### src/assert_macros.svh
// assertion macros for the rtl of the schnorr engine, used by its top level
// expects clk and arst_n in the scope where a macro is used
`ifndef ASSERT_MACROS_SVH
`define ASSERT_MACROS_SVH

// property checked at every clock, masked while reset is low
`define SIE_ASSERT(label, prop, msg) \
	label: assert property (@(posedge clk) disable iff (!arst_n) prop) \
		else $error(msg);

// condition in one cycle implies another in the next cycle
`define SIE_ASSERT_NEXT(label, pre, post, msg) \
	label: assert property (@(posedge clk) disable iff (!arst_n) (pre) |=> (post)) \
		else $error(msg);

`endif

### src/sie_pkg.sv
// shared constants and types of the schnorr identification engine
// no dependencies
package sie_pkg;

	// widths fixed by the interface
	localparam int MOD_WIDTH_DEF = 16;
	localparam int FIELD_W       = 16;
	localparam int SECRET_W      = 31;
	localparam int OP_W          = 2;
	localparam int ADDR_W        = 3;
	localparam int DATA_W        = 32;

	// register reset values
	localparam logic [FIELD_W-1:0] P_RESET = 16'd3329;
	localparam logic [FIELD_W-1:0] G_RESET = 16'd2;

	// operation codes
	localparam logic [OP_W-1:0] OP_KEYGEN = 2'd0;
	localparam logic [OP_W-1:0] OP_PROVE  = 2'd1;
	localparam logic [OP_W-1:0] OP_VERIFY = 2'd2;

	// register select, word address bit 2
	localparam logic REG_PRIME = 1'b0;
	localparam logic REG_GEN   = 1'b1;

	// sequencer states
	typedef enum logic [3:0] {
		ST_IDLE,
		ST_RED_SECRET,
		ST_RED_BASE,
		ST_SQUARE,
		ST_MULT,
		ST_POW_END,
		ST_RED_X,
		ST_RED_R,
		ST_MUL_CX,
		ST_ADD_R,
		ST_RED_T,
		ST_MUL_T,
		ST_DONE
	} state_t;

endpackage

### src/sie_modmul.sv
// bit-serial modular multiplier: product = a * b mod m, b shifted out lsb first
// depends on sie_pkg for default widths
module sie_modmul import sie_pkg::*; #(
	parameter int MOD_WIDTH    = MOD_WIDTH_DEF,
	parameter int STREAM_WIDTH = SECRET_W
) (
	input  logic                    clk,
	input  logic                    arst_n,
	input  logic                    go,
	input  logic [MOD_WIDTH-1:0]    mult_a,
	input  logic [STREAM_WIDTH-1:0] mult_b,
	input  logic [MOD_WIDTH-1:0]    modulus,
	output logic                    busy,
	output logic                    done,
	output logic [MOD_WIDTH-1:0]    product
);

	logic                    busy_q;
	logic [MOD_WIDTH-1:0]    acc_q;
	logic [MOD_WIDTH-1:0]    dbl_q;
	logic [MOD_WIDTH-1:0]    mod_q;
	logic [STREAM_WIDTH-1:0] sh_q;

	logic [MOD_WIDTH:0]   sum_add;
	logic [MOD_WIDTH:0]   sum_dbl;
	logic [MOD_WIDTH:0]   mod_ext;
	logic [MOD_WIDTH-1:0] acc_nxt;
	logic [MOD_WIDTH-1:0] dbl_nxt;

	// accumulate a*2^i and double it, each with one conditional subtract
	always_comb begin
		mod_ext = {1'b0, mod_q};
		sum_add = {1'b0, acc_q} + {1'b0, dbl_q};
		sum_dbl = {dbl_q, 1'b0};
		if (sum_add >= mod_ext) begin
			acc_nxt = MOD_WIDTH'(sum_add - mod_ext);
		end else begin
			acc_nxt = sum_add[MOD_WIDTH-1:0];
		end
		if (sum_dbl >= mod_ext) begin
			dbl_nxt = MOD_WIDTH'(sum_dbl - mod_ext);
		end else begin
			dbl_nxt = sum_dbl[MOD_WIDTH-1:0];
		end
	end

	// finished once the multiplier bits run out
	assign done    = busy_q && (sh_q == '0);
	assign busy    = busy_q;
	assign product = acc_q;

	// control
	always_ff @(posedge clk or negedge arst_n) begin
		if (!arst_n) begin
			busy_q <= 1'b0;
		end else if (go) begin
			busy_q <= 1'b1;
		end else if (done) begin
			busy_q <= 1'b0;
		end
	end

	// datapath
	always_ff @(posedge clk) begin
		if (go) begin
			acc_q <= '0;
			dbl_q <= mult_a;
			sh_q  <= mult_b;
			mod_q <= modulus;
		end else if (busy_q && !done) begin
			if (sh_q[0]) begin
				acc_q <= acc_nxt;
			end
			dbl_q <= dbl_nxt;
			sh_q  <= sh_q >> 1;
		end
	end

endmodule

### src/schnorr_identification_engine.sv
// top level of the schnorr identification engine: sequencer, operand store, apb registers
// depends on sie_pkg, sie_modmul and assert_macros.svh
//
// channel   direction  handshake
// request   in         taken when start is high and busy is low
// result    out        done high for one cycle, fields valid with it
// config    in         apb write at psel & penable & pwrite & pready
//
// one shared bit-serial multiplier does every multiply and modular reduction; a
// multiply is launched, shifts through the significant bits of its serial operand
// and then finishes; an exponentiation costs up to two multiplies per exponent bit
// reset leaves the block idle with modulus 3329 and generator 2
// results cannot be stalled: done is raised once and the block returns to idle
`include "assert_macros.svh"

module schnorr_identification_engine import sie_pkg::*; #(
	parameter int MOD_WIDTH = MOD_WIDTH_DEF
) (
	input  logic                clk,
	input  logic                arst_n,
	// request
	input  logic                start,
	output logic                busy,
	input  logic [OP_W-1:0]     operation,
	input  logic [SECRET_W-1:0] secret,
	input  logic [FIELD_W-1:0]  prove_key,
	input  logic [FIELD_W-1:0]  random_exponent,
	input  logic [FIELD_W-1:0]  challenge,
	input  logic [FIELD_W-1:0]  commitment,
	input  logic [FIELD_W-1:0]  response,
	input  logic [FIELD_W-1:0]  verify_key,
	// result
	output logic                done,
	output logic [FIELD_W-1:0]  key_or_commitment,
	output logic [FIELD_W-1:0]  private_key_out,
	output logic [FIELD_W-1:0]  response_out,
	output logic                accepted,
	// configuration
	input  logic                psel,
	input  logic                penable,
	input  logic                pwrite,
	input  logic [ADDR_W-1:0]   paddr,
	input  logic [DATA_W-1:0]   pwdata,
	output logic [DATA_W-1:0]   prdata,
	output logic                pready
);

	localparam int MW  = MOD_WIDTH;
	localparam int SW  = (MW > SECRET_W) ? MW : SECRET_W;
	localparam int EW  = (MW > FIELD_W) ? MW : FIELD_W;
	localparam int ECW = $clog2(EW + 1);

	// configuration registers
	logic [MW-1:0] p_q;
	logic [MW-1:0] g_q;

	// sequencer
	state_t state_q;
	state_t state_nxt;
	logic   issued_q;

	// latched request
	logic [OP_W-1:0]     op_q;
	logic [SECRET_W-1:0] secret_q;
	logic [FIELD_W-1:0]  x_q;
	logic [FIELD_W-1:0]  r_q;
	logic [FIELD_W-1:0]  c_q;
	logic [FIELD_W-1:0]  t_q;
	logic [FIELD_W-1:0]  s_q;
	logic [FIELD_W-1:0]  y_q;

	// working registers
	logic [MW-1:0]  m_q;
	logic [MW-1:0]  q_q;
	logic [MW-1:0]  one_m_q;
	logic [MW-1:0]  one_q_q;
	logic           phase_q;
	logic [MW-1:0]  base_q;
	logic [MW-1:0]  pacc_q;
	logic [MW-1:0]  tmp_q;
	logic [MW-1:0]  left_q;
	logic [EW-1:0]  exp_q;
	logic [ECW-1:0] ecnt_q;

	// results
	logic [MW-1:0] kc_q;
	logic [MW-1:0] priv_q;
	logic [MW-1:0] resp_q;
	logic          ok_q;

	// multiplier hookup
	logic          u_go;
	logic [MW-1:0] u_a;
	logic [SW-1:0] u_b;
	logic [MW-1:0] u_m;
	logic          u_busy;
	logic          u_done;
	logic [MW-1:0] u_prod;

	// derived values
	logic          req_take;
	logic          cfg_wr;
	logic [MW-1:0] m_eff;
	logic [MW-1:0] q_eff;
	logic [EW-1:0] exp_src;
	logic          exp_last;
	logic [MW:0]   add_sum;
	logic [MW-1:0] add_red;

	assign req_take = start && !busy;
	assign cfg_wr   = psel && penable && pwrite && pready;
	assign pready   = 1'b1;

	// register write
	always_ff @(posedge clk or negedge arst_n) begin
		if (!arst_n) begin
			p_q <= MW'(P_RESET);
			g_q <= MW'(G_RESET);
		end else if (cfg_wr) begin
			unique case (paddr[2])
				REG_PRIME: p_q <= MW'(pwdata[FIELD_W-1:0]);
				REG_GEN:   g_q <= MW'(pwdata[FIELD_W-1:0]);
				default:   p_q <= p_q;
			endcase
		end
	end

	// register read
	always_comb begin
		unique case (paddr[2])
			REG_GEN: prdata = DATA_W'(g_q);
			default: prdata = DATA_W'(p_q);
		endcase
	end

	// moduli: zero modulus acts as one, group order is p-1, or zero below two
	always_comb begin
		m_eff = (p_q == '0) ? MW'(1) : p_q;
		q_eff = (p_q >= MW'(2)) ? MW'(p_q - MW'(1)) : '0;
	end

	// exponent for the current power
	always_comb begin
		unique case (op_q)
			OP_KEYGEN: exp_src = EW'(priv_q);
			OP_PROVE:  exp_src = EW'(r_q);
			OP_VERIFY: exp_src = phase_q ? EW'(c_q) : EW'(s_q);
			default:   exp_src = '0;
		endcase
	end

	assign exp_last = (ecnt_q == ECW'(1));

	// final response add modulo the group order
	always_comb begin
		add_sum = {1'b0, pacc_q} + {1'b0, base_q};
		if (add_sum >= {1'b0, q_q}) begin
			add_red = MW'(add_sum - {1'b0, q_q});
		end else begin
			add_red = add_sum[MW-1:0];
		end
	end

	// shared multiplier
	sie_modmul #(
		.MOD_WIDTH    (MW),
		.STREAM_WIDTH (SW)
	) u_modmul (
		.clk     (clk),
		.arst_n  (arst_n),
		.go      (u_go),
		.mult_a  (u_a),
		.mult_b  (u_b),
		.modulus (u_m),
		.busy    (u_busy),
		.done    (u_done),
		.product (u_prod)
	);

	// next state
	always_comb begin
		state_nxt = state_q;
		unique case (state_q)
			ST_IDLE: begin
				if (req_take) begin
					unique case (operation)
						OP_KEYGEN:            state_nxt = ST_RED_SECRET;
						OP_PROVE, OP_VERIFY:  state_nxt = ST_RED_BASE;
						default:              state_nxt = ST_DONE;
					endcase
				end
			end
			ST_RED_SECRET: if (u_done) state_nxt = ST_RED_BASE;
			ST_RED_BASE:   if (u_done) state_nxt = ST_SQUARE;
			ST_SQUARE: begin
				if (u_done) begin
					priority if (exp_q[EW-1]) state_nxt = ST_MULT;
					else if (exp_last)        state_nxt = ST_POW_END;
					else                      state_nxt = ST_SQUARE;
				end
			end
			ST_MULT: begin
				if (u_done) begin
					state_nxt = exp_last ? ST_POW_END : ST_SQUARE;
				end
			end
			ST_POW_END: begin
				unique case (op_q)
					OP_KEYGEN: state_nxt = ST_DONE;
					OP_PROVE:  state_nxt = (q_q == '0) ? ST_DONE : ST_RED_X;
					OP_VERIFY: state_nxt = phase_q ? ST_RED_T : ST_RED_BASE;
					default:   state_nxt = ST_DONE;
				endcase
			end
			ST_RED_X:  if (u_done) state_nxt = ST_RED_R;
			ST_RED_R:  if (u_done) state_nxt = ST_MUL_CX;
			ST_MUL_CX: if (u_done) state_nxt = ST_ADD_R;
			ST_ADD_R:  state_nxt = ST_DONE;
			ST_RED_T:  if (u_done) state_nxt = ST_MUL_T;
			ST_MUL_T:  if (u_done) state_nxt = ST_DONE;
			ST_DONE:   state_nxt = ST_IDLE;
			default:   state_nxt = ST_IDLE;
		endcase
	end

	// outputs: multiplier operands per state
	always_comb begin
		u_go = 1'b0;
		u_a  = '0;
		u_b  = '0;
		u_m  = m_q;
		unique case (state_q)
			ST_RED_SECRET: begin
				u_go = !issued_q;
				u_a  = one_m_q;
				u_b  = SW'(secret_q);
			end
			ST_RED_BASE: begin
				u_go = !issued_q;
				u_a  = one_m_q;
				u_b  = phase_q ? SW'(y_q) : SW'(g_q);
			end
			ST_SQUARE: begin
				u_go = !issued_q;
				u_a  = pacc_q;
				u_b  = SW'(pacc_q);
			end
			ST_MULT: begin
				u_go = !issued_q;
				u_a  = pacc_q;
				u_b  = SW'(base_q);
			end
			ST_RED_X: begin
				u_go = !issued_q;
				u_a  = one_q_q;
				u_b  = SW'(x_q);
				u_m  = q_q;
			end
			ST_RED_R: begin
				u_go = !issued_q;
				u_a  = one_q_q;
				u_b  = SW'(r_q);
				u_m  = q_q;
			end
			ST_MUL_CX: begin
				u_go = !issued_q;
				u_a  = tmp_q;
				u_b  = SW'(c_q);
				u_m  = q_q;
			end
			ST_RED_T: begin
				u_go = !issued_q;
				u_a  = one_m_q;
				u_b  = SW'(t_q);
			end
			ST_MUL_T: begin
				u_go = !issued_q;
				u_a  = tmp_q;
				u_b  = SW'(pacc_q);
			end
			default: begin
				u_go = 1'b0;
			end
		endcase
	end

	// state and launch flag
	always_ff @(posedge clk or negedge arst_n) begin
		if (!arst_n) begin
			state_q  <= ST_IDLE;
			issued_q <= 1'b0;
		end else begin
			state_q <= state_nxt;
			if (u_done) begin
				issued_q <= 1'b0;
			end else if (u_go) begin
				issued_q <= 1'b1;
			end
		end
	end

	// datapath registers
	always_ff @(posedge clk) begin
		unique case (state_q)
			ST_IDLE: begin
				if (req_take) begin
					op_q     <= operation;
					secret_q <= secret;
					x_q      <= prove_key;
					r_q      <= random_exponent;
					c_q      <= challenge;
					t_q      <= commitment;
					s_q      <= response;
					y_q      <= verify_key;
					m_q      <= m_eff;
					q_q      <= q_eff;
					one_m_q  <= MW'(m_eff != MW'(1));
					one_q_q  <= MW'(q_eff != MW'(1));
					phase_q  <= 1'b0;
					kc_q     <= '0;
					priv_q   <= '0;
					resp_q   <= '0;
					ok_q     <= 1'b0;
				end
			end
			ST_RED_SECRET: if (u_done) priv_q <= u_prod;
			ST_RED_BASE: begin
				if (u_done) begin
					base_q <= u_prod;
					pacc_q <= one_m_q;
					exp_q  <= exp_src;
					ecnt_q <= ECW'(EW);
				end
			end
			ST_SQUARE: begin
				if (u_done) begin
					pacc_q <= u_prod;
					if (!exp_q[EW-1]) begin
						exp_q  <= {exp_q[EW-2:0], 1'b0};
						ecnt_q <= ecnt_q - ECW'(1);
					end
				end
			end
			ST_MULT: begin
				if (u_done) begin
					pacc_q <= u_prod;
					exp_q  <= {exp_q[EW-2:0], 1'b0};
					ecnt_q <= ecnt_q - ECW'(1);
				end
			end
			ST_POW_END: begin
				if (op_q == OP_VERIFY) begin
					// first power is g^s, kept for the final compare
					if (!phase_q) begin
						left_q <= pacc_q;
					end
					phase_q <= 1'b1;
				end else begin
					kc_q <= pacc_q;
				end
			end
			ST_RED_X:  if (u_done) tmp_q <= u_prod;
			ST_RED_R:  if (u_done) base_q <= u_prod;
			ST_MUL_CX: if (u_done) pacc_q <= u_prod;
			ST_ADD_R:  resp_q <= add_red;
			ST_RED_T:  if (u_done) tmp_q <= u_prod;
			ST_MUL_T:  if (u_done) ok_q <= (u_prod == left_q);
			default: begin
				ok_q <= ok_q;
			end
		endcase
	end

	// result ports
	assign busy              = (state_q != ST_IDLE);
	assign done              = (state_q == ST_DONE);
	assign key_or_commitment = FIELD_W'(kc_q);
	assign private_key_out   = FIELD_W'(priv_q);
	assign response_out      = FIELD_W'(resp_q);
	assign accepted          = ok_q;

	// checks
	`SIE_ASSERT_NEXT(a_done_single, done, !done && !busy, "result strobe longer than one cycle")
	`SIE_ASSERT(a_go_free, u_go |-> !u_busy, "multiplier launched while busy")
	`SIE_ASSERT(a_accept_op, (done && accepted) |-> (op_q == OP_VERIFY), "accept outside verify")
	`SIE_ASSERT_NEXT(a_req_taken, req_take, busy, "request taken but engine idle")

endmodule

### config.mk
export PLATFORM = sky130hd
export DESIGN_NAME = schnorr_identification_engine
export DESIGN_NICKNAME = d
export VERILOG_FILES = /design/src/sie_pkg.sv /design/src/sie_modmul.sv /design/src/schnorr_identification_engine.sv
export VERILOG_INCLUDE_DIRS = /design/src /design/src/src
export SDC_FILE = /design/constraint.sdc
export NUM_CORES = 1
export LEC_CHECK = 0
export ABC_AREA = 1
export ABC_CLOCK_PERIOD_IN_PS = 25200
export BUFFER_PORTS_ARGS = -buffer_cell sky130_fd_sc_hd__buf_4
export CAP_MARGIN = 20
export CORE_ASPECT_RATIO = 1.1
export CORE_MARGIN = 2
export CORE_UTILIZATION = 40
export DETAILED_ROUTE_END_ITERATION = 12
export PLACE_DENSITY = 0.69
export SYNTH_ARGS = -nofsm -noshare
export SYNTH_HDL_FRONTEND = slang
export SYNTH_SLANG_ARGS = --single-unit
### constraint.sdc
create_clock -name clk -period 25.2 [get_ports clk]
set_input_delay 5.04 -clock clk [delete_from_list [all_inputs] [get_ports clk]]
set_output_delay 5.04 -clock clk [all_outputs]
set_load 0.02 [all_outputs]
### Word-level counts from Yosys, hierarchy flattened

Index checks and enable logic that the tools add are counted.

* logic and storage cells: 191
* memories: 0
* memory bits (writable): 0
* bits in latches: 0
* bits in read-only memories: 0
* register bits after elaboration: 415

* add/subtract/negate cells: 7
* shift-type cells: 0
* reduce and logical (&&, ||, !) cells: 50
* multiply operators: 0
* equal/unequal tests: 34
* divide/modulo/power cells: 0
* mux-type cells: 61
* magnitude comparators: 4
* bitwise operators: 2

Operators with widths (count)
* $mux W16: 19
* $pmux W31 S8: 1
* $pmux W16 S2: 4
* $pmux W16 S3: 2
* $pmux W16 S4: 1
* $mux W31: 2
* $ge A17 B16 Y1: 3
* $mux W4: 12
* $pmux W4 S12: 1
* $sub A16 B16 Y16: 3
* $add A16 B16 Y17: 2
* $logic_not A16 Y1: 2
* $ne A16 B1 Y1 const B: 2
* $logic_not A31 Y1: 1
* $eq A4 B4 Y1 const B: 5
* $mux W5: 4
* $ne A2 B1 Y1 const B: 10
* $reduce_and A3 Y1: 6
* $eq A16 B16 Y1: 1
* $eq A4 B3 Y1 const B: 4
* $ge A16 B2 Y1 const B: 1
* $pmux W4 S2: 2
* $sub A16 B1 Y16 const B: 1
* $pmux W5 S3: 1
* 25 further kinds: 68

### Longest topological paths before layout

Gate-level depths: netlist (run 1).

* word-level depth: 6
* mapped depth: 25
* depth with buffers taken out: 25

### Cells and area by module

Synthesis (run 1) repeated with hierarchy kept, for this count alone.

* cells, all modules: 2477
* area, all modules: 22655.5 µm²

Modules (own cells, without submodules)
* schnorr_identification_engine: cells each 1608, area each 16260.6 µm², instances 1, seq. area each 9880.7 µm²
* sie_modmul: cells each 869, area each 6394.9 µm², instances 1, seq. area each 2237.1 µm²

### Least setup slack after synthesis (run 1)

OpenSTA, ideal clock, no wires.

* path type: input-to-reg
* start: input port start
* end: register resp_q[0] (netlist: response_out[0]), enable pin
* arrival: 13249 ps
* path slack: 11539 ps
* cell stages on the path: 4
* required time: 24789 ps
* buffers on the path: 0
* cell sequence: inv_1 nor2_1 inv_1 o21ai_0

* word-level cells in the longest chain between the ends: 3

Ends and longest elaborated chain
* start: declaration: RTL line schnorr_identification_engine.sv:22 `input logic start,`
* $logic_and A1 B1 Y1: RTL line schnorr_identification_engine.sv:110 `assign req_take = start && !busy;`
* $ne A2 B2 Y1 (no line)
* $reduce_and A2 Y1 (no line)
* end signal: assignment: RTL line schnorr_identification_engine.sv:365 `ST_ADD_R: resp_q <= add_red;`
* end: declaration: RTL line schnorr_identification_engine.sv:88 `logic [MW-1:0] resp_q;`

Every way passes these cells.
A chain may end at the register's enable or synchronous reset.

### Worst setup path after layout (run 1)

* start: input port paddr[2]
* end: output port prdata[13]

* word-level cells in the longest chain between the ends: 1

Ends and longest elaborated chain
* start: declaration: RTL line schnorr_identification_engine.sv:42 `input logic [ADDR_W-1:0] paddr,`
* $mux W16: RTL line schnorr_identification_engine.sv:130 `unique case (paddr[2])`
* end: declaration: RTL line schnorr_identification_engine.sv:44 `output logic [DATA_W-1:0] prdata,`

Every way passes these cells.

==> flow_metrics.py, run 1 <==
metrics = {
    "die": {
        "row_count": 90,
        "die_y_um": 251,
        "die_width_um": 229,
        "initial_utilization_pct": 40.5,
        "io_pins": 254,
        "coreArea_mm2": 0.0550,
        "dieArea_mm2": 0.0575,
    },
    "timing": {
        "setup_tns_ps": 0,
        "fin_skew_ps": 28.5,
        "fin_crit_sh_pct": 42.5,
        "fmax_mhz": 93.4,
        "rsz0062_at_grt": "false",
        "min_period_ps": 10700,
        "finalHoldViolCount": 0,
        "worst_pin_slew_ps": 1340,
        "slew_headroom_pct": 9.49,
        "slew_violations": 0,
        "setup_violations": 0,
        "fin_hold_ws_ps": 518,
    },
    "synth": {
        "syn_inst": 2438,
        "synth-simple-area-share_pct": 19.3,
        "synthFlopType": "edfxtp_1",
        "yosys.area_share.xor_xnor_pct": 2.20,
        "synth_top_cell_by_area": "edfxtp_1",
        "yosys_register_bits": 415,
        "synth_seq_area_share_pct": 54.4,
        "synth_fa_ha_area_share_pct": 5.51,
        "avgSynthCellArea_um2": 9.13,
        "synth_top_area_share_pct": 48.7,
        "synth_compound_area_share_pct": 11.0,
        "synth_edf_count": 361,
        "synth_top_cells_by_area": "edfxtp_1 (49%), nand2_1 (9.9%), inv_1 (5.2%)",
        "synthDistinctLibCells": 58,
        "synth_mux_area_share_pct": 0,
        "synthArstFlopShare_pct": 9.16,
        "syn_area_mm2": 0.0223,
        "synth_top_family_by_area": "simple AND/OR/NAND/NOR gates",
        "ys_warn_count": 0,
    },
    "global_routing": {
        "overflow": 0,
        "track_usage_pct": 24.7,
        "grt_max_degree": 97,
        "antenna_found_initial": 1,
        "grt_pass1_wl_mm": 108,
        "grt_pass1_vias": 17700,
    },
    "cells_and_area": {
        "final_common_cell": "nand2_1",
        "final_cell_mix": "nand2_1 (590), edfxtp_1 (361), inv_1 (308)",
        "nets": 2899,
        "fin_util_pct": 47.3,
        "seqCellArea_mm2": 0.0121,
        "area_growth_pct": 16.8,
        "layout-drive-gt1-share_pct": 13.2,
        "multi_input_area_mm2": 0.00855,
        "fillers": 5173,
        "finalInstanceArea_mm2": 0.0260,
    },
    "routing": {
        "wl_met1_mm": 28.7,
        "drtPass1Iterations": 6,
        "drt_iter0_drc": 1762,
        "wirelength_mm": 72.2,
        "top_layer": "met4",
        "drc": 0,
        "vias_per_cell": 5.37,
        "ant_nets": 0,
        "wl_met2_mm": 35.5,
        "dr_total_vias": 18300,
        "wl_per_cell_um": 21.2,
        "met3_length_mm": 4.97,
    },
    "cts": {
        "cts_hold_buf": 0,
        "h-tree-depth": 2,
        "cts_root_buffer": "clkbuf_16",
        "cts_sinks": 415,
        "postCtsResizedCells": 0,
        "clk_latency_ps": 600,
        "clockBufferDepth": 3,
        "clk_pin_slew_ps": 60,
        "cts_setup_buffers": 0,
        "cts_buffers": 43,
        "tritoncts": "built",
    },
    "power": {
        "power.density_mw_per_mm2": 137,
        "ir_worst_vdd_mv": 0.0789,
        "total_power_w": 0.00357,
        "p_leak_nw": 11.3,
    },
    "placement": {
        "place.gp.congestion": 0.966,
        "placed_cell_area_mm2": 0.0245,
        "hpwl_mm": 55.9,
        "portBuffers": 218,
    },
    "run_status": {
        "run_status": "complete, no violations",
    },
    "setup_path": {
        "cp-startpoint": "paddr[2]",
        "rr_startpoint": "pacc_q[0]",
        "endpoint_kind": "primary output",
        "cpMaxStageDelayCell": "buf_4",
        "path_buf_inv": 2,
        "worstPathArrival_ps": 5660,
        "cp-start-kind": "input port",
        "worstSetupPathType": "in -> out",
        "path_cells": "buf_4 -> nand2_1 -> o21ai_0 -> buf_4",
        "cpLargestDelayFamily": "buffers and inverters",
        "cp.required_ps": 20160,
        "critPathMostFrequentCell": "buf_4",
        "critical_path.max_stage_delay_ps": 240,
        "crit_fanout": 33,
    },
    "worst_hold_path": {
        "hold_start": "p_q[14]",
        "min_path_type": "reg -> reg",
    },
    "flow_run": {
        "drv_cap": 0,
    },
}
==> kinds of logic after synthesis <==
group | after synthesis
other cells | 2
buf+inv | 416
fa+ha+maj | 95
simple gates | 1041
xor+xnor | 56
flops | 415
compound gates | 413
==> cell usage after synthesis (5+ instances only) <==
| cell type | instances |
|---|---|
| buf_4 | 21 |
| o211ai_1 | 28 |
| dfstp_2 | 5 |
| nand3_1 | 147 |
| a31oi_1 | 15 |
| xnor2_1 | 18 |
| o2111ai_1 | 9 |
| nand4_1 | 19 |
| nor4_1 | 7 |
| o21bai_1 | 6 |
| dfxtp_1 | 16 |
| o22ai_1 | 8 |
| o2bb2ai_1 | 14 |
| ha_1 | 90 |
| clkbuf_1 | 47 |
| nor3_1 | 20 |
| inv_1 | 308 |
| xor2_1 | 38 |
| dfrtp_1 | 33 |
| o221ai_1 | 5 |
| a221oi_1 | 17 |
| fa_1 | 5 |
| nand2_1 | 590 |
| o21ai_0 | 156 |
| a21oi_1 | 126 |
| nor2_1 | 218 |
| inv_2 | 11 |
| and2_1 | 5 |
| buf_2 | 24 |
| o31ai_1 | 6 |
| or2_2 | 16 |
| nand3b_1 | 5 |
| edfxtp_1 | 361 |
==> flip-flops by register name, indices dropped and copies added (netlist names), 16 cells and up <==
name and count:
base_q 16, c_q 16, exp_q 16, g_q 16, key_or_commitment 16, left_q 16
m_q 16, p_q 16, pacc_q 16, private_key_out 16, q_q 16, r_q 16
response_out 16, s_q 16, secret_q 31, t_q 16, tmp_q 16, u_modmul.dbl_q 16
u_modmul.mod_q 16, u_modmul.product 16, u_modmul.sh_q 31, x_q 16, y_q 16
==> cell type report <==
type,count,share of cell area (%)
timing repair buffer,233,6.76
clock buffer,50,4.28
tap,736,3.54
inverter,319,4.61
multi-input combinational,1622,32.9
antenna,1,0.00963
sequential,415,46.6
clock inverter,29,1.25
==> where the power goes <==
part	switching (W)	leakage (nW)	internal [W]	total [W]
combinational	0.00121	6.60	0.000568	0.00178
sequential	0.000145	4.00	0.000991	0.00114
clock	0.000284	0.696	0.000372	0.000656
==> metal layers <==
| metal | global-route usage (%) | vias to the layer above |
|---|---|---|
| li1 | - | 8608 |
| met1 | 31.1 | 8731 |
| met2 | 42.6 | 810 |
| met3 | 3.75 | 146 |
| met4 | 10.2 | 0 |
| met5 | 0 | - |
==> metrics by stage <==
stage	instances	setup WS [ps]
floorplan	2453	11540
global placement	3323	14520
detailed placement	3324	14510
CTS	3403	14510
global route	3405	14440
finish	3405	14500
==> final timing paths <==
| check | slack [ps] | depth (start not counted) | endpoint |
|---|---|---|---|
| worst min-delay path | 520 | 0 | m_q[14] |
| worst max-delay path | 14500 | 4 | prdata[13] |
| worst max register to register | 20740 | 22 | response_out[12] |
| worst min register to register | 520 | 0 | m_q[14] |
| max in group asynchronous | 20390 | 1 | p_q[10] |
| min in group asynchronous | 4430 | 1 | p_q[5] |
No activity file was read; power rests on OpenSTA's default activity.
==> run 2, diff against run 1 <==
- ABC_CLOCK_PERIOD_IN_PS: 25200 -> 9200
- PLACE_DENSITY: 0.69 -> 0.71
- clock period: 25.2 -> 9.2 ns (I/O delays scaled with it)
==> run 2 against run 1 <==
Final area barely moved. Clock skew rose by 2.0 ps. Clock power rose to 2.8 times the previous value. Sequential power rose to 2.7 times the previous value. Die area did not move. Final cell count barely moved. Flip-flop and latch count did not move. Global-route usage fell by 0.77 points. Combinational power rose to 2.7 times the previous value. Total power rose to 2.7 times the previous value. Sequential share of layout area barely moved.
==> flow_metrics.py, run 2 (synthesized netlist as in run 1, its figures left out) <==
metrics = {
    "setup_path": {
        "path_buf_inv": 2,
        "critical_path.max_stage_delay_ps": 450,
        "cp.required_ps": 7360,
        "cpMaxStageDelayCell": "o21ai_0",
        "r2r_cells": 22,
        "cp-startpoint": "paddr[2]",
        "worstPathArrival_ps": 2730,
        "cp-start-kind": "input port",
        "rrSetupSlack_ps": 4900,
        "rr_startpoint": "pacc_q[0]",
        "path_cells": "buf_4 -> o21ai_0 -> buf_4",
        "cpLargestDelayFamily": "compound AO/OA/AOI/OAI gates",
        "cp-endpoint": "prdata[14]",
        "cp.depth": 3,
        "worstSetupPathType": "in -> out",
        "rr_endpoint": "response_out[12]",
        "endpoint_kind": "primary output",
        "crit_fanout": 33,
        "critPathMostFrequentCell": "buf_4",
    },
    "cells_and_area": {
        "final_cell_mix": "nand2_1 (590), edfxtp_1 (361), inv_1 (308)",
        "finalInstanceArea_mm2": 0.0260,
        "fin_util_pct": 47.3,
        "area_growth_pct": 16.8,
        "largestRegisters": "secret_q (31), u_modmul.sh_q (31)",
        "layout.cells.non_filler": 3404,
        "layout-drive-gt1-share_pct": 13.1,
        "diodes": 0,
        "nets": 2900,
        "final_common_cell": "nand2_1",
    },
    "timing": {
        "setup_violations": 0,
        "fin_crit_sh_pct": 49.7,
        "setup_tns_ps": 0,
        "slew_headroom_pct": 19.7,
        "setup_ws_ps": 4630,
        "worst_pin_slew_ps": 1190,
        "slew_violations": 0,
        "rsz0062_at_grt": "false",
        "fin_skew_ps": 30.6,
        "min_period_ps": 4570,
        "fmax_mhz": 219,
        "finalHoldViolCount": 0,
    },
    "power": {
        "power.density_mw_per_mm2": 371,
        "p_leak_nw": 11.3,
        "ir_worst_vdd_mv": 0.216,
    },
    "placement": {
        "hpwl_mm": 54.7,
        "portBuffers": 218,
        "place_ws_ps": 4670,
        "placed_cell_area_mm2": 0.0245,
        "place.gp.congestion": 0.948,
        "placed_cells": 3325,
    },
    "cts": {
        "cts_setup_buffers": 0,
        "cts_root_buffer": "clkbuf_16",
        "postCtsResizedCells": 0,
        "h-tree-depth": 2,
        "cts_buffers": 42,
        "clk_latency_ps": 570,
        "clockBufferDepth": 3,
        "clk_pin_slew_ps": 60,
        "cts_sinks": 415,
        "cts_hold_buf": 0,
        "tritoncts": "built",
    },
    "die": {
        "die_width_um": 229,
        "coreArea_mm2": 0.0550,
        "dieArea_mm2": 0.0575,
        "row_count": 90,
        "io_pins": 254,
        "die_y_um": 251,
        "initial_utilization_pct": 40.5,
    },
    "global_routing": {
        "antenna_found_initial": 0,
        "overflow": 0,
        "grt_pass1_vias": 17600,
        "grt_pass1_wl_mm": 105,
        "track_usage_pct": 24.0,
        "grt_max_degree": 83,
    },
    "routing": {
        "vias_per_cell": 5.36,
        "drt_iter0_drc": 1895,
        "wl_per_cell_um": 20.8,
        "ant_nets": 0,
        "drtPass1Iterations": 7,
        "wirelength_mm": 70.7,
        "dr_total_vias": 18200,
        "drc": 0,
    },
    "worst_hold_path": {
        "whs_path_depth": 0,
        "min_path_type": "reg -> reg",
    },
    "run_status": {
        "run_status": "complete, no violations",
    },
    "flow_run": {
        "drv_cap": 0,
    },
}
-- run 2: changes by cell type in the layout (fill, tap and decap cells not counted), moves of 2 or more --
cell / before / now
inv_6: 3 / 0
buf_4: 231 / 233
bufinv_16: 5 / 7
clkinv_1: 6 / 8
clkinv_2: 8 / 6
clkinvlp_4: 3 / 1
-- run 2: power breakdown --
part | internal, W | switching [W] | total [W]
Sequential | 0.00271 | 0.000402 | 0.00312
Clock | 0.00106 | 0.000748 | 0.00181
Combinational | 0.00157 | 0.00317 | 0.00474
Total | 0.00534 | 0.00432 | 0.00966
-- run 2: area by class of cell --
class	count	area [um2]
inverters	319	1200
flip-flops and latches	415	12100
repair buffers	235	1780
well taps	736	921
fillers	5211	29000
clock buffers	51	1100
clock inverters	26	332
multi-input cells	1622	8550
-- run 2: worst min-delay path by stage --
stage                                   start   endpoint  slack, ps
after floorplan           u_modmul.product[0]  base_q[0]        450
after global placement                p_q[14]    m_q[14]        500
after detailed placement              p_q[14]    m_q[14]        500
after CTS                             p_q[14]    m_q[14]        520
after global routing                 exp_q[5]   exp_q[6]        530
final                                 p_q[14]    m_q[14]        510
-- run 2: worst register-to-register path, stage by stage, from the launching register on --
cell,delay [ps]
edfxtp_1,480
ha_1,300
fa_1,420
nand3_1,90
nand2_1,100
nand2_1,90
nand3_1,140
nand2_1,90
nand2_1,70
xnor2_1,330
inv_1,80
ha_1,350
nand2_1,160
nor2_1,80
and2_1,150
nand3_1,110
nand4_1,100
nor2_1,140
nand2_2,200
inv_2,320
nand2_1,110
nand2_1,80
nor2_1,40
-- run 2: metal layers --
metal	wire [um]	track usage [%]	vias up
li1	-	-	8619
met1	28000	30.6	8611
met2	34000	40.2	828
met3	5030	3.31	175
met4	3600	11.6	0
met5	0	0	-
-- run 2: through the flow --
| stage | power [W] | hold slack, ps |
|---|---|---|
| 2_1_floorplan | 0.00635 | 452 |
| 3_5_place_dp | 0.00779 | 498 |
| 4_1_cts | 0.00961 | 515 |
| 3_3_place_gp | 0.00772 | 499 |
| 6_report | 0.00966 | 514 |
| 5_1_grt | 0.0103 | 532 |
